[src/hdl/perspective_divide_viewport_map_macros.svh]
// assertion helpers, clocked on clk; the implication helper is quiet while rst_n is low
`ifndef PERSPECTIVE_DIVIDE_VIEWPORT_MAP_MACROS_SVH
`define PERSPECTIVE_DIVIDE_VIEWPORT_MAP_MACROS_SVH

// same-cycle implication outside reset
`define PDVM_ASSERT_IMP(lbl, ante, cons, msg) \
  lbl: assert property (@(posedge clk) disable iff (!rst_n) (ante) |-> (cons)) \
    else $error(msg);

// condition that must hold in the cycle after a reset edge
`define PDVM_ASSERT_AFTER_RST(lbl, cons, msg) \
  lbl: assert property (@(posedge clk) (!rst_n) |=> (cons)) \
    else $error(msg);

`endif

[src/hdl/pdvm_pkg.sv]
package pdvm_pkg;

  localparam int COORD_W = 32;
  localparam int SIZE_W  = 15;
  localparam int NUM_W   = 33;  // x + w and w - y
  localparam int PROD_W  = 48;  // (x + w) * (size - 1)
  localparam int WABS_W  = 32;  // |w|
  localparam int MAG_W   = 49;  // 2|n| + 2|w|
  localparam int DEN_W   = 34;  // 4|w|

  localparam logic [SIZE_W-1:0] WIDTH_RST  = 15'd640;
  localparam logic [SIZE_W-1:0] HEIGHT_RST = 15'd480;

  localparam int USER_SAT = 0;
  localparam int USER_WZ  = 1;

  typedef enum logic {
    CFG_WIDTH  = 1'b0,
    CFG_HEIGHT = 1'b1
  } cfg_reg_t;

  typedef struct packed {
    logic w_zero;
    logic last;
  } tag_t;

  typedef struct packed {
    logic [MAG_W-1:0] rem_x;
    logic [MAG_W-1:0] rem_y;
    logic [DEN_W-1:0] den;
    logic             neg_x;
    logic             neg_y;
    logic             ovf_x;
    logic             ovf_y;
    tag_t             tag;
  } div_item_t;

endpackage

[src/hdl/pdvm_front.sv]
module pdvm_front (
  input  logic                           clk,
  input  logic                           rst_n,
  input  logic                           cfg_wen,
  input  logic                           cfg_index,
  input  logic [pdvm_pkg::SIZE_W-1:0]    cfg_wdata,
  input  logic                           in_valid,
  output logic                           in_ready,
  input  logic [pdvm_pkg::COORD_W-1:0]   in_x,
  input  logic [pdvm_pkg::COORD_W-1:0]   in_y,
  input  logic [pdvm_pkg::COORD_W-1:0]   in_w,
  input  logic                           in_last,
  output logic                           out_valid,
  input  logic                           out_ready,
  output pdvm_pkg::div_item_t            out_item
);

  logic [pdvm_pkg::SIZE_W-1:0] width_r, height_r;
  logic [pdvm_pkg::SIZE_W-1:0] scale_x, scale_y;

  // stage 1: offsets and |w|
  logic                               s1_v_r;
  logic signed [pdvm_pkg::NUM_W-1:0]  s1_num_x_r, s1_num_y_r;
  logic [pdvm_pkg::WABS_W-1:0]        s1_wabs_r;
  logic                               s1_negw_r;
  pdvm_pkg::tag_t                     s1_tag_r;
  logic signed [pdvm_pkg::NUM_W-1:0]  num_x_nxt, num_y_nxt;
  logic [pdvm_pkg::WABS_W-1:0]        wabs_nxt;

  // stage 2: scale products
  logic                               s2_v_r;
  logic signed [pdvm_pkg::PROD_W-1:0] s2_prod_x_r, s2_prod_y_r;
  logic [pdvm_pkg::WABS_W-1:0]        s2_wabs_r;
  logic                               s2_negw_r;
  pdvm_pkg::tag_t                     s2_tag_r;
  logic signed [pdvm_pkg::PROD_W:0]   prod_x_full, prod_y_full;

  // stage 3: magnitudes and rounding offset
  logic                               s3_v_r;
  pdvm_pkg::div_item_t                s3_item_r;
  pdvm_pkg::div_item_t                item_nxt;
  logic [pdvm_pkg::PROD_W-1:0]        an_x, an_y;

  logic s1_rdy, s2_rdy, s3_rdy;

  always_ff @(posedge clk) begin
    if (!rst_n) begin
      width_r  <= pdvm_pkg::WIDTH_RST;
      height_r <= pdvm_pkg::HEIGHT_RST;
    end else if (cfg_wen) begin
      unique case (pdvm_pkg::cfg_reg_t'(cfg_index))
        pdvm_pkg::CFG_WIDTH:  width_r  <= cfg_wdata;
        pdvm_pkg::CFG_HEIGHT: height_r <= cfg_wdata;
        default: ;
      endcase
    end
  end

  // a size of zero acts as one
  assign scale_x = (width_r == '0) ? '0 : width_r - 1'b1;
  assign scale_y = (height_r == '0) ? '0 : height_r - 1'b1;

  assign s3_rdy   = !s3_v_r || out_ready;
  assign s2_rdy   = !s2_v_r || s3_rdy;
  assign s1_rdy   = !s1_v_r || s2_rdy;
  assign in_ready = s1_rdy;

  assign num_x_nxt = $signed({in_x[pdvm_pkg::COORD_W-1], in_x})
                   + $signed({in_w[pdvm_pkg::COORD_W-1], in_w});
  assign num_y_nxt = $signed({in_w[pdvm_pkg::COORD_W-1], in_w})
                   - $signed({in_y[pdvm_pkg::COORD_W-1], in_y});
  assign wabs_nxt  = in_w[pdvm_pkg::COORD_W-1] ? (~in_w + 1'b1) : in_w;

  always_ff @(posedge clk) begin
    if (!rst_n) begin
      s1_v_r <= 1'b0;
    end else if (s1_rdy) begin
      s1_v_r <= in_valid;
    end
  end

  always_ff @(posedge clk) begin
    if (s1_rdy && in_valid) begin
      s1_num_x_r      <= num_x_nxt;
      s1_num_y_r      <= num_y_nxt;
      s1_wabs_r       <= wabs_nxt;
      s1_negw_r       <= in_w[pdvm_pkg::COORD_W-1];
      s1_tag_r.w_zero <= (in_w == '0);
      s1_tag_r.last   <= in_last;
    end
  end

  assign prod_x_full = s1_num_x_r * $signed({1'b0, scale_x});
  assign prod_y_full = s1_num_y_r * $signed({1'b0, scale_y});

  always_ff @(posedge clk) begin
    if (!rst_n) begin
      s2_v_r <= 1'b0;
    end else if (s2_rdy) begin
      s2_v_r <= s1_v_r;
    end
  end

  always_ff @(posedge clk) begin
    if (s2_rdy && s1_v_r) begin
      s2_prod_x_r <= prod_x_full[pdvm_pkg::PROD_W-1:0];
      s2_prod_y_r <= prod_y_full[pdvm_pkg::PROD_W-1:0];
      s2_wabs_r   <= s1_wabs_r;
      s2_negw_r   <= s1_negw_r;
      s2_tag_r    <= s1_tag_r;
    end
  end

  assign an_x = s2_prod_x_r[pdvm_pkg::PROD_W-1] ? (~s2_prod_x_r + 1'b1) : s2_prod_x_r;
  assign an_y = s2_prod_y_r[pdvm_pkg::PROD_W-1] ? (~s2_prod_y_r + 1'b1) : s2_prod_y_r;

  // quotient of (2|n| + |d|) / (2|d|) with d = 2w gives round half away from zero
  always_comb begin
    item_nxt.rem_x = {an_x, 1'b0} + pdvm_pkg::MAG_W'({s2_wabs_r, 1'b0});
    item_nxt.rem_y = {an_y, 1'b0} + pdvm_pkg::MAG_W'({s2_wabs_r, 1'b0});
    item_nxt.den   = {s2_wabs_r, 2'b00};
    item_nxt.neg_x = s2_prod_x_r[pdvm_pkg::PROD_W-1] ^ s2_negw_r;
    item_nxt.neg_y = s2_prod_y_r[pdvm_pkg::PROD_W-1] ^ s2_negw_r;
    item_nxt.ovf_x = 1'b0;
    item_nxt.ovf_y = 1'b0;
    item_nxt.tag   = s2_tag_r;
  end

  always_ff @(posedge clk) begin
    if (!rst_n) begin
      s3_v_r <= 1'b0;
    end else if (s3_rdy) begin
      s3_v_r <= s2_v_r;
    end
  end

  always_ff @(posedge clk) begin
    if (s3_rdy && s2_v_r) begin
      s3_item_r <= item_nxt;
    end
  end

  assign out_valid = s3_v_r;
  assign out_item  = s3_item_r;

endmodule

[config.mk]
export PLATFORM = sky130hd
export DESIGN_NAME = pdvm_front
export DESIGN_NICKNAME = d
export VERILOG_FILES = /design/src/hdl/perspective_divide_viewport_map_macros.svh /design/src/hdl/pdvm_pkg.sv /design/src/hdl/pdvm_front.sv
export SDC_FILE = /design/constraint.sdc
export NUM_CORES = 2
export LEC_CHECK = 0
export BUFFER_PORTS_ARGS = -buffer_cell sky130_fd_sc_hd__buf_2
export CORE_MARGIN = 4
export CORE_UTILIZATION = 40
export DETAILED_ROUTE_END_ITERATION = 7
export PLACE_DENSITY = 0.67
export REMOVE_ABC_BUFFERS = 1
export SLEW_MARGIN = 10
export SYNTH_ARGS = -nofsm -noshare
export SYNTH_HDL_FRONTEND = slang
export SYNTH_SLANG_ARGS = --single-unit
[constraint.sdc]
create_clock -name clk -period 23.6 [get_ports clk]
set_clock_uncertainty 0.1 [all_clocks]
set_input_delay 1.18 -clock clk [delete_from_list [all_inputs] [get_ports clk]]
set_output_delay 1.18 -clock clk [all_outputs]
set_load 0.01 [all_outputs]
# After elaboration in Yosys (flattened, before gate mapping)
# Index checks and enable logic that the tools add are counted.
[classes] add_sub_neg=9 n_mul=2 div=0 n_lt_le_gt_ge=0 n_eq_ne=0 n_shift=0 muxes=5 bitwise_logic=6 n_reduce_logical=14
[op_table] operator="$add 49x33->49" n=2
[op_table] operator="$add 48x1->48 const B" n=2
[op_table] operator="$mul 33x16->48" n=2
[op_table] operator="$mux 48" n=2
[op_table] operator="$not 48->48" n=2
[op_table] operator="$add 32x32->33" n=1
[op_table] operator="$sub 32x32->33" n=1
[op_table] operator="$add 32x1->32 const B" n=1
[op_table] operator="$logic_not 32->1" n=1
[op_table] operator="$not 32->32" n=1
[op_table] operator="$mux 31" n=1
[op_table] operator="$logic_not 15->1" n=2
[op_table] operator="$mux 15" n=2
[op_table] operator="$sub 15x1->15 const B" n=2
[op_table] operator="$reduce_and 2->1" n=2
[op_table] operator="$logic_and 1x1->1" n=3
[op_table] operator="$logic_not 1->1" n=3
[op_table] operator="$logic_or 1x1->1" n=3
[op_table] operator="$xor 1x1->1" n=2
[op_table] operator="$not 1->1" n=1
[word_totals] reg_bits=399 latchBits=0 ram_bits=0 mem_bits_ro=0 input_bits=118 output_inout_bits=140 elab_cells=61 n_memories=0

# Depth between registers and ports, before layout
[depth] word_depth=5 mapped_depth=35 mapped_depth_nobuf=32

# Worst setup path before layout
# OpenSTA, ideal clock, no wires.
[synth_path] kind="in2reg" from="input out_ready" to="register s2_tag_r (netlist bit item_nxt[0]), enable pin" setup_ns=0.821 arrival_ns=10.736 t_required_ns=22.679 path_slack_ns=11.942 cell_stages=2 path_buffers=0 cell_sequence="nor2b_1 a21boi_0"
[synth_via] elab_chain_len=3
[synth_lines] item="start: declaration" line="pdvm_front.sv:14" source="input logic out_ready,"
[synth_lines] item="$logic_or 1x1->1" line="pdvm_front.sv:63" source="assign s3_rdy = !s3_v_r || out_ready;"
[synth_lines] item="$logic_or 1x1->1" line="pdvm_front.sv:64" source="assign s2_rdy = !s2_v_r || s3_rdy;"
[synth_lines] item="$logic_and 1x1->1" line="pdvm_front.sv:105" source="if (s2_rdy && s1_v_r) begin"
[synth_lines] item="end signal: assignment" line="pdvm_front.sv:110" source="s2_tag_r <= s1_tag_r;"
[synth_lines] item="end: declaration" line="pdvm_front.sv:35" source="pdvm_pkg::tag_t s2_tag_r;"
# No other way between the ends.
# A chain may end at the register's enable or synchronous reset.

# Final worst setup path
[layout_path] from="register height_r[2] (netlist bit)" to="register s2_prod_y_r[45] (netlist bit), data pin"
[layout_via] elab_chain_len=3 elab_cells_between_ends=4 cone_classes="add/sub: 1; mul: 1; mux: 1; reduce/logical: 1"
[layout_lines] item="start: declaration" line="pdvm_front.sv:18" source="logic [pdvm_pkg::SIZE_W-1:0] width_r, height_r;"
[layout_lines] item="start signal: assignment" line="pdvm_front.sv:49" source="height_r <= pdvm_pkg::HEIGHT_RST;"
[layout_lines] item="start signal: assignment" line="pdvm_front.sv:53" source="pdvm_pkg::CFG_HEIGHT: height_r <= cfg_wdata;"
[layout_lines] item="$sub 15x1->15 or $logic_not 15->1 (tied branches)" line="pdvm_front.sv:61" source="assign scale_y = (height_r == '0) ? '0 : height_r - 1'b1;"
[layout_lines] item="$mux 15 (*)" line="pdvm_front.sv:61"
[layout_lines] item="$mul 33x16->48 (*)" line="pdvm_front.sv:94" source="assign prod_y_full = s1_num_y_r * $signed({1'b0, scale_y});"
[layout_lines] item="named net prod_y_full (one bit)" line="pdvm_front.sv:36" source="logic signed [pdvm_pkg::PROD_W:0] prod_x_full, prod_y_full;"
[layout_lines] item="end signal: assignment" line="pdvm_front.sv:107" source="s2_prod_y_r <= prod_y_full[pdvm_pkg::PROD_W-1:0];"
[layout_lines] item="end: declaration" line="pdvm_front.sv:32" source="logic signed [pdvm_pkg::PROD_W-1:0] s2_prod_x_r, s2_prod_y_r;"
# The timed path passes the listed nets; every way through them passes the cells marked *.

==> impl_metrics.tcl <==
set metrics [dict create \
    max-cap-violations 0 \
    cts_root_buf "clkbuf_16" \
    fillers 13100 \
    grt_max_degree 71 \
    rsz0062_at_grt "false" \
    grt.total_usage 0.211 \
    cts_tree "built" \
    outcome "finished clean" \
    grt_pass1_wl_mm 242 \
    yosys-top-cells-area "fa_1 33%, edfxtp_1 20%, ha_1 8.1%" \
    cp-end-kind "flop" \
    overflow 0 \
    drt_iter0_markers 2849 \
    numCtsBuffers 47 \
    critPathKind "flop to flop" \
    synth.most_common_cell "inv_1" \
    synthFlopType "edfxtp_1" \
    setup_viol 0 \
    cts_resized 0 \
    fp.dieW_um 382 \
    io_buffers 251 \
    hold_class "flop to flop" \
    netlist_instances 5739 \
    nets 7281 \
    slew_violations 0 \
    final.setup.tns_ns 0 \
    rows 136 \
    busiest_layer "met2" \
    met2_usage 0.350 \
    dieArea_um2 146000 \
    netlist.area_leader.share 0.333 \
    clk_latency_ns 0.63 \
    synth.distinct_cells 77 \
    synthToLayoutAreaGrowth_pct 8.65 \
    r2r_cells 28 \
    met1_usage 0.258 \
    finalWirelength_mm 151 \
    core_area_um2 138000 \
    post_cts_buffers 0 \
    io_pins 258 \
    cpMaxStageDelayCell "nor3_4" \
    yosysTopAreaCell "fa_1" \
    path_max_fanout 33 \
    drive_gt1_frac 0.0720 \
    dp_hpwl_mm 120 \
    cp_data_required_time_ns 23.86 \
    fin_crit_ns 9.19 \
    path_clk_slew_ns 0.06 \
    via_count 40900 \
    routedWlPerCell_um 19.4 \
    gp_congestion 0.917 \
    start_util 0.404 \
    avgSynthCellArea_um2 9.73 \
    synth_edf_count 364 \
    cts_buffer_depth 3 \
    cts.sinks 397 \
    hold_path_depth 0 \
    netlist_top_cells_count "1004 x inv_1, 928 x fa_1, 755 x nand2_1" \
    drtPass1Iterations 7 \
    path_common_cell "fa_1" \
    hold_buffers 0 \
    async_flop_share 0 \
    htreeDepth 2 \
    yosys_warnings 0 \
    cp.arrival_ns 9.45 \
    syn_area_um2 55900 \
    ys_seq_elements 397 \
    ant_nets 0 \
    drc 0 \
    critPathMaxStageDelay_ns 0.88 \
    grt_use_met3 0.0369 \
    chipHeight_um 382 \
    max_slew_margin 0.204 \
    grt_pass1_vias 43200 \
    antenna_found_initial 11 \
    via_per_inst 5.26 \
    ys_seq_area_frac 0.208 \
    finalHoldViolations 0 \
    fmax_ghz 0.109 \
    finalCritPeriodShare 0.389 \
    worst_setup_path_start_kind "flop" \
    tightest_slew_ns 1.19 \
]
## registers in the layout, summed over array words and instances (netlist names)
name         flops
height_r        15
item_nxt         2
out_item       132
out_valid        1
s1_negw_r        1
s1_num_x_r      33
s1_num_y_r      33
s1_tag_r         2
s1_v_r           1
s1_wabs_r       32
s2_negw_r        1
s2_prod_x_r     48
s2_prod_y_r     48
s2_v_r           1
s2_wabs_r       32
width_r         15
## critical path, delay by kind of cell, from the launching register on
kind / cells / cell delay, ns
flops: 1 / 0.35
xor+xnor: 1 / 0.08
compound gates: 8 / 2.11
fa+ha+maj: 7 / 3.28
buf+inv: 6 / 0.62
simple gates: 6 / 2.36
## routing by layer
layer	wire length, um	share of wire
met5	48	0.00032
met4	11300	0.075
met3	11000	0.073
met2	70700	0.47
met1	58300	0.39
## final cells by class
cell class / instances / area (um2) / share of cell area
inverter: 1004 / 3770 / 0.0621
antenna: 5 / 12.5 / 0.000206
clock buffer: 55 / 1210 / 0.0199
timing repair buffer: 293 / 1570 / 0.0259
sequential: 397 / 11600 / 0.191
clock inverter: 32 / 298 / 0.00491
multi-input combinational: 4132 / 39900 / 0.658
tap: 1863 / 2330 / 0.0384
## cell usage in the layout, fill, tap and decap left out, types with 148 or more instances in the layout
cell / count
and2_1: 459
xnor2_1: 265
a21oi_1: 186
edfxtp_1: 364
o21ai_0: 149
nand2_1: 755
buf_2: 251
ha_1: 360
inv_1: 1004
fa_1: 928
nor2_1: 148
## kinds of logic (layout without fill, tap and decap cells)
group                    after synthesis  after routing  share of synthesized area
adder cells (fa/ha/maj)             1288           1288                      0.413
other                                  1             11                  0.0000671
AO/OA/AOI/OAI                        763            763                     0.0896
multiplexers                           4              4                   0.000739
XOR/XNOR                             372            372                     0.0583
buffers and inverters               1215           1384                     0.0821
flip-flops                           397            397                      0.208
AND/OR/NAND/NOR                     1699           1699                      0.148
## worst paths after layout
path	slack, ns	end	start
setup reg to reg	14.41	s2_prod_y_r[45]	height_r[2]
hold / removal	0.32	s2_wabs_r[28]	s1_wabs_r[28]
setup / recovery	14.41	s2_prod_y_r[45]	height_r[2]
hold reg to reg	0.32	s2_wabs_r[28]	s1_wabs_r[28]
## per-stage QoR
stage	instance area [um2]	instances	setup WS [ns]	util	hold WS, ns
after detailed placement	59200	7689	14.49	0.428	0.305
final	60700	7781	14.41	0.439	0.317
after floorplan	55100	5533	11.94	-	0.300
after CTS	60700	7776	14.46	0.439	0.307
after global placement	59200	7689	14.60	0.428	0.300
after global routing	60700	7777	13.96	0.439	0.314
Power is left out: the tool's default activity adds up to more than one toggle a clock period on the data nets, which glitch-free logic cannot reach.
