**src/hdl/perspective_divide_viewport_map_macros.svh**
```systemverilog
// assertion helpers, clocked on clk; the implication helper is quiet while rst_n is low
`ifndef PERSPECTIVE_DIVIDE_VIEWPORT_MAP_MACROS_SVH
`define PERSPECTIVE_DIVIDE_VIEWPORT_MAP_MACROS_SVH

// same-cycle implication outside reset
`define PDVM_ASSERT_IMP(lbl, ante, cons, msg) \
  lbl: assert property (@(posedge clk) disable iff (!rst_n) (ante) |-> (cons)) \
    else $error(msg);

// condition that must hold in the cycle after a reset edge
`define PDVM_ASSERT_AFTER_RST(lbl, cons, msg) \
  lbl: assert property (@(posedge clk) (!rst_n) |=> (cons)) \
    else $error(msg);

`endif

```
**src/hdl/pdvm_pkg.sv**
```systemverilog
package pdvm_pkg;

  localparam int COORD_W = 32;
  localparam int SIZE_W  = 15;
  localparam int NUM_W   = 33;  // x + w and w - y
  localparam int PROD_W  = 48;  // (x + w) * (size - 1)
  localparam int WABS_W  = 32;  // |w|
  localparam int MAG_W   = 49;  // 2|n| + 2|w|
  localparam int DEN_W   = 34;  // 4|w|

  localparam logic [SIZE_W-1:0] WIDTH_RST  = 15'd640;
  localparam logic [SIZE_W-1:0] HEIGHT_RST = 15'd480;

  localparam int USER_SAT = 0;
  localparam int USER_WZ  = 1;

  typedef enum logic {
    CFG_WIDTH  = 1'b0,
    CFG_HEIGHT = 1'b1
  } cfg_reg_t;

  typedef struct packed {
    logic w_zero;
    logic last;
  } tag_t;

  typedef struct packed {
    logic [MAG_W-1:0] rem_x;
    logic [MAG_W-1:0] rem_y;
    logic [DEN_W-1:0] den;
    logic             neg_x;
    logic             neg_y;
    logic             ovf_x;
    logic             ovf_y;
    tag_t             tag;
  } div_item_t;

endpackage

```
**src/hdl/pdvm_div_step.sv**
```systemverilog
module pdvm_div_step #(
  parameter int PIXEL_BITS = 16,
  parameter int BIT        = 0
) (
  input  logic                    clk,
  input  logic                    rst_n,
  input  logic                    in_valid,
  output logic                    in_ready,
  input  pdvm_pkg::div_item_t     in_item,
  input  logic [PIXEL_BITS-1:0]   in_qx,
  input  logic [PIXEL_BITS-1:0]   in_qy,
  output logic                    out_valid,
  input  logic                    out_ready,
  output pdvm_pkg::div_item_t     out_item,
  output logic [PIXEL_BITS-1:0]   out_qx,
  output logic [PIXEL_BITS-1:0]   out_qy
);

  localparam int CMP_W = pdvm_pkg::MAG_W + PIXEL_BITS;

  logic                  v_r;
  pdvm_pkg::div_item_t   item_r, item_nxt;
  logic [PIXEL_BITS-1:0] qx_r, qy_r, qx_nxt, qy_nxt;
  logic [CMP_W-1:0]      dsh, rx, ry, diff_x, diff_y;
  logic                  ge_x, ge_y;

  assign dsh    = CMP_W'(in_item.den) << BIT;
  assign rx     = CMP_W'(in_item.rem_x);
  assign ry     = CMP_W'(in_item.rem_y);
  assign ge_x   = rx >= dsh;
  assign ge_y   = ry >= dsh;
  assign diff_x = rx - dsh;
  assign diff_y = ry - dsh;

  generate
    if (BIT == PIXEL_BITS) begin : g_ovf
      // quotient would need more than PIXEL_BITS bits
      always_comb begin
        item_nxt       = in_item;
        item_nxt.ovf_x = ge_x;
        item_nxt.ovf_y = ge_y;
        qx_nxt         = in_qx;
        qy_nxt         = in_qy;
      end
    end else begin : g_bit
      always_comb begin
        item_nxt = in_item;
        qx_nxt   = in_qx;
        qy_nxt   = in_qy;
        if (ge_x) begin
          item_nxt.rem_x = diff_x[pdvm_pkg::MAG_W-1:0];
          qx_nxt[BIT]    = 1'b1;
        end
        if (ge_y) begin
          item_nxt.rem_y = diff_y[pdvm_pkg::MAG_W-1:0];
          qy_nxt[BIT]    = 1'b1;
        end
      end
    end
  endgenerate

  assign in_ready = !v_r || out_ready;

  always_ff @(posedge clk) begin
    if (!rst_n) begin
      v_r <= 1'b0;
    end else if (in_ready) begin
      v_r <= in_valid;
    end
  end

  always_ff @(posedge clk) begin
    if (in_ready && in_valid) begin
      item_r <= item_nxt;
      qx_r   <= qx_nxt;
      qy_r   <= qy_nxt;
    end
  end

  assign out_valid = v_r;
  assign out_item  = item_r;
  assign out_qx    = qx_r;
  assign out_qy    = qy_r;

endmodule

```
**config.mk**
```make
export PLATFORM = sky130hd
export DESIGN_NAME = pdvm_div_step
export DESIGN_NICKNAME = d
export VERILOG_FILES = /design/src/hdl/perspective_divide_viewport_map_macros.svh /design/src/hdl/pdvm_pkg.sv /design/src/hdl/pdvm_div_step.sv
export SDC_FILE = /design/constraint.sdc
export NUM_CORES = 1
export LEC_CHECK = 0
export BUFFER_PORTS_ARGS = -buffer_cell sky130_fd_sc_hd__buf_4
export CORE_ASPECT_RATIO = 0.75
export CORE_MARGIN = 10
export CORE_UTILIZATION = 40
export DETAILED_ROUTE_END_ITERATION = 12
export GPL_ROUTABILITY_DRIVEN = 0
export PLACE_DENSITY = 0.65
export REMOVE_ABC_BUFFERS = 1
export SKIP_CTS_REPAIR_TIMING = 1
export SYNTH_ARGS = -nofsm -noshare
export SYNTH_HDL_FRONTEND = slang
export SYNTH_SLANG_ARGS = --single-unit
```
**constraint.sdc**
```tcl
create_clock -name clk -period 5.7 [get_ports clk]
set_input_delay 0.57 -clock clk [delete_from_list [all_inputs] [get_ports clk]]
set_output_delay 0.57 -clock clk [all_outputs]
set_load 0.02 [all_outputs]
```
# Yosys cells after proc, flatten, opt, wreduce, memory -nomap -nowiden
# Cells that the tools add are included.
# op_classes
mux	2
n_reduce_logical	3
order_cmp	2
addsub	2
# ops
cell	n
greater-or-equal comparator 49 x 34 -> 1 bit	2
two-way mux 49 bit	2
subtractor 49 x 34 -> 49 bit	2
logical AND 1 bit	1
zero test 1 bit	1
logical OR 1 bit	1
# word_totals
output_inout_bits	172
reg_bits	171
in_bits	174
elab_cells	23

# Depth between registers and ports, before layout
# Gate-level depths: netlist of the first run.
# depth
word_depth	3
mapped_depth	13
depth_no_buf	12

# Worst setup path before layout of the first run
# Ideal clock, no wire load.
# synth_timing
path_kind	input port to flip-flop
startpoint	input port out_ready
endpoint	register item_r (netlist bit out_item[0]), enable pin
setup_time_ns	0.550
path_buffers	0
cell_stages	2
arrival_time_ns	4.748
required_time_ns	5.150
path_slack_ns	0.402
cell_sequence	nand2b_1 and2_1
# synth_via
elab_chain_cells	2
# synth_lines
element	line	source
start: declaration	pdvm_div_step.sv:13	input logic out_ready,
logical OR 1 bit	pdvm_div_step.sv:62	assign in_ready = !v_r || out_ready;
logical AND 1 bit	pdvm_div_step.sv:73	if (in_ready && in_valid) begin
end signal: assignment	pdvm_div_step.sv:74	item_r <= item_nxt;
end: declaration	pdvm_div_step.sv:22	pdvm_pkg::div_item_t item_r, item_nxt;
# Every way passes these cells.
# A chain may end at the register's enable or synchronous reset.

==> qor.yml, run 1 <==
avgRoutedWirePerCell_um: 21.0
post-place-ws_ns: 1.79
ys_seq_area_share_pct: 47.9
status: "complete, no violations"
drive_above_1_share_pct: 28.7
grt_overflow_total: 0
cp-start-kind: "input pin"
critPathTopFamily: "compound AO/OA/AOI/OAI gates"
fillCellCount: 2382
required_ns: 5.86
syn_area_per_cell_sq_um: 10.0
clk_path_buf_depth: 2
dp.final_hpwl_mm: 30.1
die_w_um: 209
skew_ns: 0.00803
ant_nets: 0
die-area_sq_mm: 0.0337
post_drt_via_cell_ratio: 5.40
syn2layout_area_growth_pct: 32.7
final_hold_viol_count: 0
place_area_sq_mm: 0.0136
h-tree-depth: 4
cts_sinks: 171
synth-seq-cells: 171
end_kind: "flip-flop"
vdd_drop_max_uv: 215
cp.arrival_ns: 3.65
drc: 0
crit_top_cell: "buf_4"
drt_wl_total_mm: 36.9
start_util_pct: 40.9
timing.fmax_mhz: 286
drt_iter0_markers: 764
critPathMaxFanout: 25
synthDistinctLibCells: 65
tritoncts: "yes"
numPortBuffers: 345
power_density_mw_per_mm2: 267
path_cells: "buf_4 > inv_1 > ha_1 > o211ai_1 > a21oi_1 > o21ai_0 > a311oi_1 > nor2_1 > o31ai_4 > buf_4 > nand3_1 > nor4_1 > xor2_1"
setup_ws_ns: 2.21
cts_root_buf: "clkbuf_16"
fin_crit_ns: 3.49
multi_input_comb_area_sq_mm: 0.00521
grt.total_usage_pct: 20.8
synth_edf_count: 170
critPathMaxStageDelay_ns: 0.51
hp-class: "in2reg"
syn_inst: 1065
die_h_um: 162
grt_pass1_vias: 9360
clkSlewWorstSetupHoldPaths_ns: 0.07
clk_latency_ns: 0.44
maxSlewViolCount: 0
synthesis.area_sq_mm: 0.0107
grt_setup_unrepaired: "no"
ys.flop_type: "edfxtp_1"
finalInstanceArea_sq_mm: 0.0142
regArea_sq_mm: 0.00512
cts_made_buffers: 17
tns_ns: 0
drt_first_pass_iters: 5
tightest_slew_ns: 0.907
synthArstFlopShare_pct: 0
path_buf_inv: 3
path_class: "in2reg"
core_sq_mm: 0.0262
yosysWarnings: 0
io_pins: 346
vias: 9504
crit_path_top_delay_cell: "a311oi_1"
p_leak_nw: 5.92
min_period_over_period_pct: 61.3
grt_pass1_wl_mm: 54.9
antenna_found_initial: 2
finalSetupViolations: 0
relSlewSlack_pct: 39.5
fin_nets: 1645
drv_cap: 0
rows: 51
grt_max_degree: 104
## through the flow
| stage | hold slack, ns | instances | util, % | power [W] |
|---|---|---|---|---|
| finish | 0.307 | 1759 | 54.2 | 0.00378 |
| global route | 0.286 | 1758 | 54.2 | 0.00395 |
| CTS | 0.290 | 1757 | 54.2 | 0.00381 |
| detailed placement | 0.582 | 1726 | 52.1 | 0.00268 |
| global placement | 0.522 | 1726 | 52.1 | 0.00267 |
| floorplan | 0.669 | 1031 | - | 0.00223 |
## area by class of cell
type	count	area share, %
timing repair buffer	351	18.7
tap	344	3.03
antenna	2	0.0353
multi-input combinational	803	36.8
clock inverter	14	0.856
sequential	171	36.1
inverter	57	1.51
clock buffer	17	3.00
## sequential cells by signal, summed over array words and instances, names as in the netlist
register and flops:
out_qx 16, out_valid 1, out_item 138, out_qy 16
## worst reg2reg max path, cell delays in order, from the launching register on
cell,delay [ns]
dfxtp_1,0.32
nand2b_1,0.11
and2_4,0.73
buf_12,0.54
## cells by family (layout without fill, tap and decap cells)
group | count (synthesis) | count (layout) | synth area share (%)
DFF | 171 | 171 | 47.9
AOI/OAI and AO/OA | 285 | 285 | 16.2
and+or+nand+nor | 343 | 343 | 15.3
adders and majority gates | 70 | 70 | 8.33
xor gates and xnor gates | 93 | 93 | 7.62
muxes | 12 | 12 | 1.25
buffers and inverters | 91 | 439 | 3.38
other | 0 | 2 | 0
## power by group
group / total, W / internal (W) / switching, W
clock: 0.00113 / 0.000600 / 0.000529
combinational: 0.00108 / 0.000450 / 0.000633
sequential: 0.00157 / 0.00154 / 0.0000324
total: 0.00378 / 0.00259 / 0.00119
## synthesized netlist by cell type (all sizes together), types with 4 or more instances
| library cell | count | area share, % |
|---|---|---|
| nor4 | 16 | 0.99 |
| and4 | 4 | 0.33 |
| buf | 13 | 0.64 |
| nor3 | 24 | 1.1 |
| nand2b | 12 | 0.70 |
| o21bai | 7 | 0.49 |
| xnor2 | 55 | 4.5 |
| o211ai | 9 | 0.68 |
| a31oi | 8 | 0.53 |
| or3 | 6 | 0.35 |
| nand3 | 32 | 1.5 |
| xor2 | 38 | 3.1 |
| or4 | 9 | 0.63 |
| mux2 | 11 | 1.2 |
| o31ai | 7 | 0.59 |
| inv | 57 | 2.0 |
| a21boi | 10 | 0.70 |
| ha | 68 | 8.0 |
| o21ai | 75 | 3.5 |
| a21o | 21 | 1.5 |
| o21a | 8 | 0.56 |
| a21oi | 113 | 5.3 |
| nor2 | 85 | 3.0 |
| and2 | 7 | 0.41 |
| nand2 | 108 | 3.8 |
| nand4 | 16 | 0.94 |
| clkbuf | 21 | 0.74 |
| and3 | 8 | 0.47 |
| or2 | 5 | 0.29 |
| a2111oi | 4 | 0.50 |
| edfxtp | 170 | 48 |
## worst paths after layout
check | startpoint | endpoint | slack, ns | cells after the start
max reg2reg | out_valid | out_item[54] | 3.56 | 3
min reg2reg | out_valid | out_valid | 0.59 | 2
min | in_item[1] | out_item[1] | 0.31 | 1
max | in_item[8] | out_item[135] | 2.21 | 13
## layout by cell type, fill, tap and decap left out, types with 11 or more instances in the layout
cell / instances
xnor2_1: 55
o21ai_0: 74
nand4_1: 16
nor3_1: 24
xor2_1: 38
nor2_1: 85
nand2b_1: 12
edfxtp_1: 170
nand2_1: 108
clkbuf_16: 17
inv_1: 57
mux2_2: 11
a21o_1: 21
ha_1: 68
a21oi_1: 113
nand3_1: 32
buf_4: 350
nor4_1: 15
## routing by layer
layer	up-vias	GRT usage, %	routed length (um)
li1	4615	-	-
met1	4463	27.1	16000
met2	384	33.5	17200
met3	42	5.88	3060
met4	0	5.15	679
met5	-	0	0
(Power assumes the default switching activity.)
==> inputs of run 2 (changes only) <==
clock period = 3.3 ns   (was 5.7 ns; I/O delays follow)
==> run 2 against run 1 <==
  * Utilization up 1.8 points
  * Combinational power up 81%
  * Clock skew up 0.0024 ns
  * Largest power group unchanged
  * Routed wire length up 0.68%
  * Setup slack worse by 1.9 ns
  * Largest cell class unchanged
  * Critical path depth down 1
  * Cell area up 3.2%
  * First-iteration DRC count down 1.6%
==> qor.yml, run 2 (synthesized netlist as in run 1, its figures left out) <==
status: "complete, no violations"  # unchanged
end_kind: "flip-flop"  # unchanged
start_util_pct: 40.9  # unchanged
final_hold_viol_count: 0  # unchanged
syn2layout_area_growth_pct: 37.0  # was 32.7%
combPwrFrac_pct: 29.4  # was 28.6%
clockPowerShare_pct: 29.5  # was 29.9%
final_common_cell: "buf_4"  # unchanged
cp.arrival_ns: 3.19  # was 3.65 ns
die_w_um: 209  # unchanged
drc: 0  # unchanged
setup_ws_ns: 0.289  # was 2.21 ns
clk_path_buf_depth: 2  # unchanged
clkSlewWorstSetupHoldPaths_ns: 0.07  # about the same
met1_usage_pct: 27.6  # was 27.1%
p_sw_w: 0.00207  # was 0.00119 W
path_class: "in2reg"  # unchanged
gr-usage-met3_pct: 5.09  # was 5.88%
h-tree-depth: 4  # unchanged
tightest_slew_ns: 0.705  # was 0.907 ns
netSwitchingFraction_pct: 31.3  # was 31.6%
ant_nets: 0  # unchanged
antenna_found_initial: 2  # unchanged
grt_pass1_wl_mm: 54.9  # about the same
largest_reg_flops: 138  # unchanged
drive_above_1_share_pct: 31.3  # was 28.7%
crit_path_top_delay_cell: "a2111oi_0"  # was a311oi_1
critPathLaunch: "in_item[31]"  # was in_item[8]
internal-power_w: 0.00454  # was 0.00259 W
placed_cells: 1782  # was 1726
drt_wl_total_mm: 37.2  # was 36.9 mm
timing.fmax_mhz: 332
top_usage_layer: "met2"  # unchanged
timing.rr.start: "out_valid"  # unchanged
avgRoutedWirePerCell_um: 20.5  # was 21.0 um
dp.final_hpwl_mm: 30.5  # was 30.1 mm
vdd_drop_max_uv: 367  # was 215 uV
path_buf_inv: 2  # was 3
core_sq_mm: 0.0262  # unchanged
hp-class: "in2reg"  # unchanged
regArea_sq_mm: 0.00512  # unchanged
die-area_sq_mm: 0.0337  # unchanged
fin_crit_ns: 3.01
rows: 51  # unchanged
use_met2_pct: 33.6  # was 33.5%
tns_ns: 0  # unchanged
cp-start-kind: "input pin"  # unchanged
power_density_mw_per_mm2: 452  # was 267 mW/mm^2
min_period_over_period_pct: 91.2
post_drt_via_cell_ratio: 5.34  # was 5.40
critPathTopFamily: "compound AO/OA/AOI/OAI gates"  # unchanged
post-place-ws_ns: -0.155  # was 1.79 ns
crit_top_cell: "a2111oi_0"  # was buf_4
fillCellCount: 2352  # was 2382
critPathMaxStageDelay_ns: 0.59  # was 0.51 ns
final_cell_count_no_fill: 1816  # was 1759
path_cells: "buf_4 > inv_1 > ha_1 > a21oi_1 > o21ai_1 > a2111oi_0 > nor2_1 > a2111oi_0 > or4_1 > nand4_1 > nor4_2 > xor2_1"  # was buf_4 > inv_1 > ha_1 > o211ai_1 > a21oi_1 > o21ai_0 > a311oi_1 > nor2_1 > o31ai_4 > buf_4 > nand3_1 > nor4_1 > xor2_1
critPathMaxFanout: 7  # was 25
die_h_um: 162  # unchanged
worstHoldStart: "in_item[1]"  # unchanged
multi_input_comb_area_sq_mm: 0.00521  # unchanged
clk_latency_ns: 0.44  # about the same
cts_root_buf: "clkbuf_16"  # unchanged
layout_common_cells: "buf_4 (403), edfxtp_1 (170), a21oi_1 (113)"  # was buf_4 (350), edfxtp_1 (170), a21oi_1 (113)
skew_ns: 0.0104  # was 0.00803 ns
p_seq_share_pct: 41.1  # was 41.5%
p_leak_nw: 6.20  # was 5.92 nW
finalSetupViolations: 0  # unchanged
cts_sinks: 171  # unchanged
tritoncts: "yes"  # unchanged
fin_nets: 1701  # was 1645
grt.total_usage_pct: 20.9  # was 20.8%
drt_iter0_markers: 752  # was 764
final_util_pct: 56.0  # was 54.2%
numPortBuffers: 345  # unchanged
maxSlewViolCount: 0  # unchanged
drt_first_pass_iters: 8  # was 5
grt_max_degree: 67  # was 104
cts_made_buffers: 17  # unchanged
grt_setup_unrepaired: "no"  # unchanged
relSlewSlack_pct: 53.0  # was 39.5%
drv_cap: 0  # unchanged
vias: 9701  # was 9504
grt_pass1_vias: 9453  # was 9360
io_pins: 346  # unchanged
grt_overflow_total: 0  # unchanged
required_ns: 3.48  # was 5.86 ns
==> run 2: layout make-up <==
cell class	count	share of cell area (%)
multi-input cells	803	35.6
flip-flops and latches	171	35.0
repair buffers	407	21.2
clock buffers	19	2.96
well taps	344	2.94
inverters	57	1.46
clock inverters	13	0.786
diodes	2	0.0342
==> run 2: routing by layer <==
metal  wire [um]  share of wire (%)
met5           0                  0
met2       17300                 46
met3        2550                6.9
met4         550                1.5
met1       16800                 45
==> run 2: worst reg2reg max path, delay by kind of cell, from the launching register on <==
family / cells / cell delay [ns]
simple gates: 2 / 0.69
buf+inv: 1 / 0.42
flops: 1 / 0.31
==> run 2: path summary, 6_finish.rpt <==
path                        end  slack, ns  cells past startpoint
setup / recovery  out_item[137]       0.29                     12
hold / removal      out_item[1]       0.06                      1
setup reg to reg   out_item[35]       1.50                      3
hold reg to reg       out_valid       0.56                      2
==> run 2: per-stage QoR <==
| stage | hold WS (ns) | area, sq um | total power [W] |
|---|---|---|---|
| after floorplan | 0.429 | 10500 | 0.00386 |
| after CTS | 0.0386 | 14600 | 0.00666 |
| after global routing | 0.0411 | 14600 | 0.00692 |
| final | 0.0634 | 14600 | 0.00662 |
| after global placement | 0.508 | 14100 | 0.00468 |
| after detailed placement | 0.509 | 14100 | 0.00470 |
==> run 2: power by group through the flow <==
stage                     clock, W  combinational [W]  sequential, W
after CTS                  0.00200            0.00195        0.00272
after detailed placement         0            0.00194        0.00276
after global routing       0.00208            0.00210        0.00273
final                      0.00195            0.00195        0.00272
after floorplan                  0           0.000833        0.00302
after global placement           0            0.00192        0.00276
==> inputs of run 3 (changes only) <==
CELL_PAD_IN_SITES_DETAIL_PLACEMENT = 1   (was default)
CELL_PAD_IN_SITES_GLOBAL_PLACEMENT = 2   (was default)
CORE_UTILIZATION = 31   (was 40)
PLACE_DENSITY = 0.9   (was 0.65)
==> run 3 against run 2 <==
  * Global-route usage decreased by 0.90 points
  * Clock power is 13% higher
  * Final cell count up 7.7%
  * Largest power group unchanged
==> qor.yml, run 3 (synthesized netlist as in run 1, its figures left out) <==
min_period_over_period_pct: 92.7  # was 91.2%
drt_wl_total_mm: 43.6  # was 37.2 mm
drc: 0  # unchanged
reg2regPathDepth: 3  # unchanged
hp-class: "in2reg"  # unchanged
drive_above_1_share_pct: 32.9  # was 31.3%
largest_reg_flops: 138  # unchanged
clk_latency_ns: 0.46  # was 0.44 ns
core_sq_mm: 0.0337  # was 0.0262 sq mm
clkSlewWorstSetupHoldPaths_ns: 0.09  # was 0.07 ns
vdd_drop_max_uv: 264  # was 367 uV
tritoncts: "yes"  # unchanged
numPortBuffers: 345  # unchanged
r2r_end: "out_item[124]"  # was out_item[35]
skew_ns: 0.00998  # was 0.0104 ns
tns_ns: 0  # unchanged
clk_path_buf_depth: 2  # unchanged
vias: 10072  # was 9701
status: "complete, no violations"  # unchanged
path_class: "in2reg"  # unchanged
rows: 58  # was 51
relSlewSlack_pct: 56.3  # was 53.0%
grt_pass1_vias: 10727  # was 9453
final_common_cell: "buf_4"  # unchanged
critPathMaxFanout: 3  # was 7
syn2layout_area_growth_pct: 41.2  # was 37.0%
die_w_um: 234  # was 209 um
finalSetupViolations: 0  # unchanged
fin_nets: 1731  # was 1701
power_density_mw_per_mm2: 462  # was 452 mW/mm^2
final_hold_viol_count: 0  # unchanged
critPathCapture: "out_item[76]"  # was out_item[137]
timing.fmax_mhz: 327  # was 332 MHz
post_drt_via_cell_ratio: 5.15  # was 5.34
h-tree-depth: 4  # unchanged
layout_common_cells: "buf_4 (434), edfxtp_1 (170), a21oi_1 (113)"  # was buf_4 (403), edfxtp_1 (170), a21oi_1 (113)
drt_iter0_markers: 606  # was 752
maxSlewViolCount: 0  # unchanged
die-area_sq_mm: 0.0424  # was 0.0337 sq mm
rrSetupSlack_ns: 1.52  # was 1.50 ns
final_cell_count_no_fill: 1956  # was 1816
grt.total_usage_pct: 20.0  # was 20.9%
drv_cap: 0  # unchanged
grt_max_degree: 47  # was 67
cp-start-kind: "input pin"  # unchanged
tightest_slew_ns: 0.656  # was 0.705 ns
end_kind: "flip-flop"  # unchanged
drt_first_pass_iters: 6  # was 8
cp.arrival_ns: 3.26  # was 3.19 ns
grt_pass1_wl_mm: 64.6  # was 54.9 mm
start_util_pct: 31.7  # was 40.9%
fin_crit_ns: 3.06  # was 3.01 ns
io_pins: 346  # unchanged
grt_setup_unrepaired: "no"  # unchanged
die_h_um: 181  # was 162 um
ant_nets: 0  # unchanged
p_leak_nw: 6.38  # was 6.20 nW
antenna_found_initial: 6  # was 2
cts_made_buffers: 17  # unchanged
avgRoutedWirePerCell_um: 22.3  # was 20.5 um
grt_overflow_total: 0  # unchanged
dp.final_hpwl_mm: 36.2  # was 30.5 mm
cts_root_buf: "clkbuf_16"  # unchanged
timing.rr.start: "out_valid"  # unchanged
placed_cells: 1918  # was 1782
required_ns: 3.50  # was 3.48 ns
cts_sinks: 171  # unchanged
critPathLaunch: "in_item[40]"  # was in_item[31]
## run 3: cell count changes in the layout (fill, tap and decap cells not counted), moves of 3 or more
| cell | change |
|---|---|
| clkinv_2 | -4 |
| diode_2 | +4 |
| clkinv_8 | +6 |
| buf_4 | +31 |
| inv_6 | -3 |
| inv_8 | +3 |
## run 3: critical path, stage by stage
cell      delay (ns)
buf_4           0.11
inv_1           0.20
ha_1            0.34
fa_1            0.27
nand2b_1        0.16
a21oi_1         0.11
nand2b_1        0.19
a221oi_1        0.32
buf_4           0.19
o221ai_1        0.11
o22ai_1         0.32
o22ai_1         0.20
nor3_1          0.29
xor2_1          0.11
## run 3: power breakdown
part / leakage [nW] / switching, W / internal [W] / total [W]
Combinational: 4.42 / 0.00117 / 0.000872 / 0.00205
Sequential: 1.65 / 0.0000589 / 0.00265 / 0.00271
Clock: 0.311 / 0.00109 / 0.00112 / 0.00221
Total: 6.38 / 0.00233 / 0.00464 / 0.00697
## run 3: layout make-up
cell class | count | area [sq um]
flip-flops and latches | 171 | 5120
multi-input cells | 803 | 5210
clock inverters | 15 | 220
clock buffers | 17 | 425
well taps | 450 | 563
repair buffers | 437 | 3320
fillers | 3850 | 18700
diodes | 6 | 15.0
inverters | 57 | 214
## run 3: metrics by stage
stage / cell area [sq um] / total power, W / worst slack (ns) / hold WS, ns / utilization [%]
after CTS: 15100 / 0.00705 / 0.347 / 0.0110 / 44.7
after global placement: 14400 / 0.00475 / -0.152 / 0.508 / 42.8
after detailed placement: 14400 / 0.00480 / -0.141 / 0.510 / 42.8
after global routing: 15100 / 0.00731 / 0.000147 / 0.00515 / 44.7
after floorplan: 10500 / 0.00386 / -1.79 / 0.429 / -
final: 15100 / 0.00697 / 0.240 / 0.0357 / 44.7
## run 3: metal layers
metal  vias to the layer above  GRT usage (%)  share of wire (%)
li1                       4781              -                  -
met1                      5003           23.6                 42
met2                       257           34.8                 51
met3                        31           5.28                6.1
met4                         0           5.53                1.3
met5                         -              0                  0
## run 3: worst min path at each step
stage               startpoint          end  slack [ns]  depth (start not counted)
floorplan           in_item[0]  out_item[0]        0.43                          0
global placement     in_qy[15]   out_qy[15]        0.51                          1
detailed placement   in_qx[14]   out_qx[14]        0.51                          1
CTS                  in_qx[14]   out_qx[14]        0.01                          1
global route         in_qy[13]   out_qy[13]       0.005                          1
finish               in_qx[14]   out_qx[14]        0.04                          1
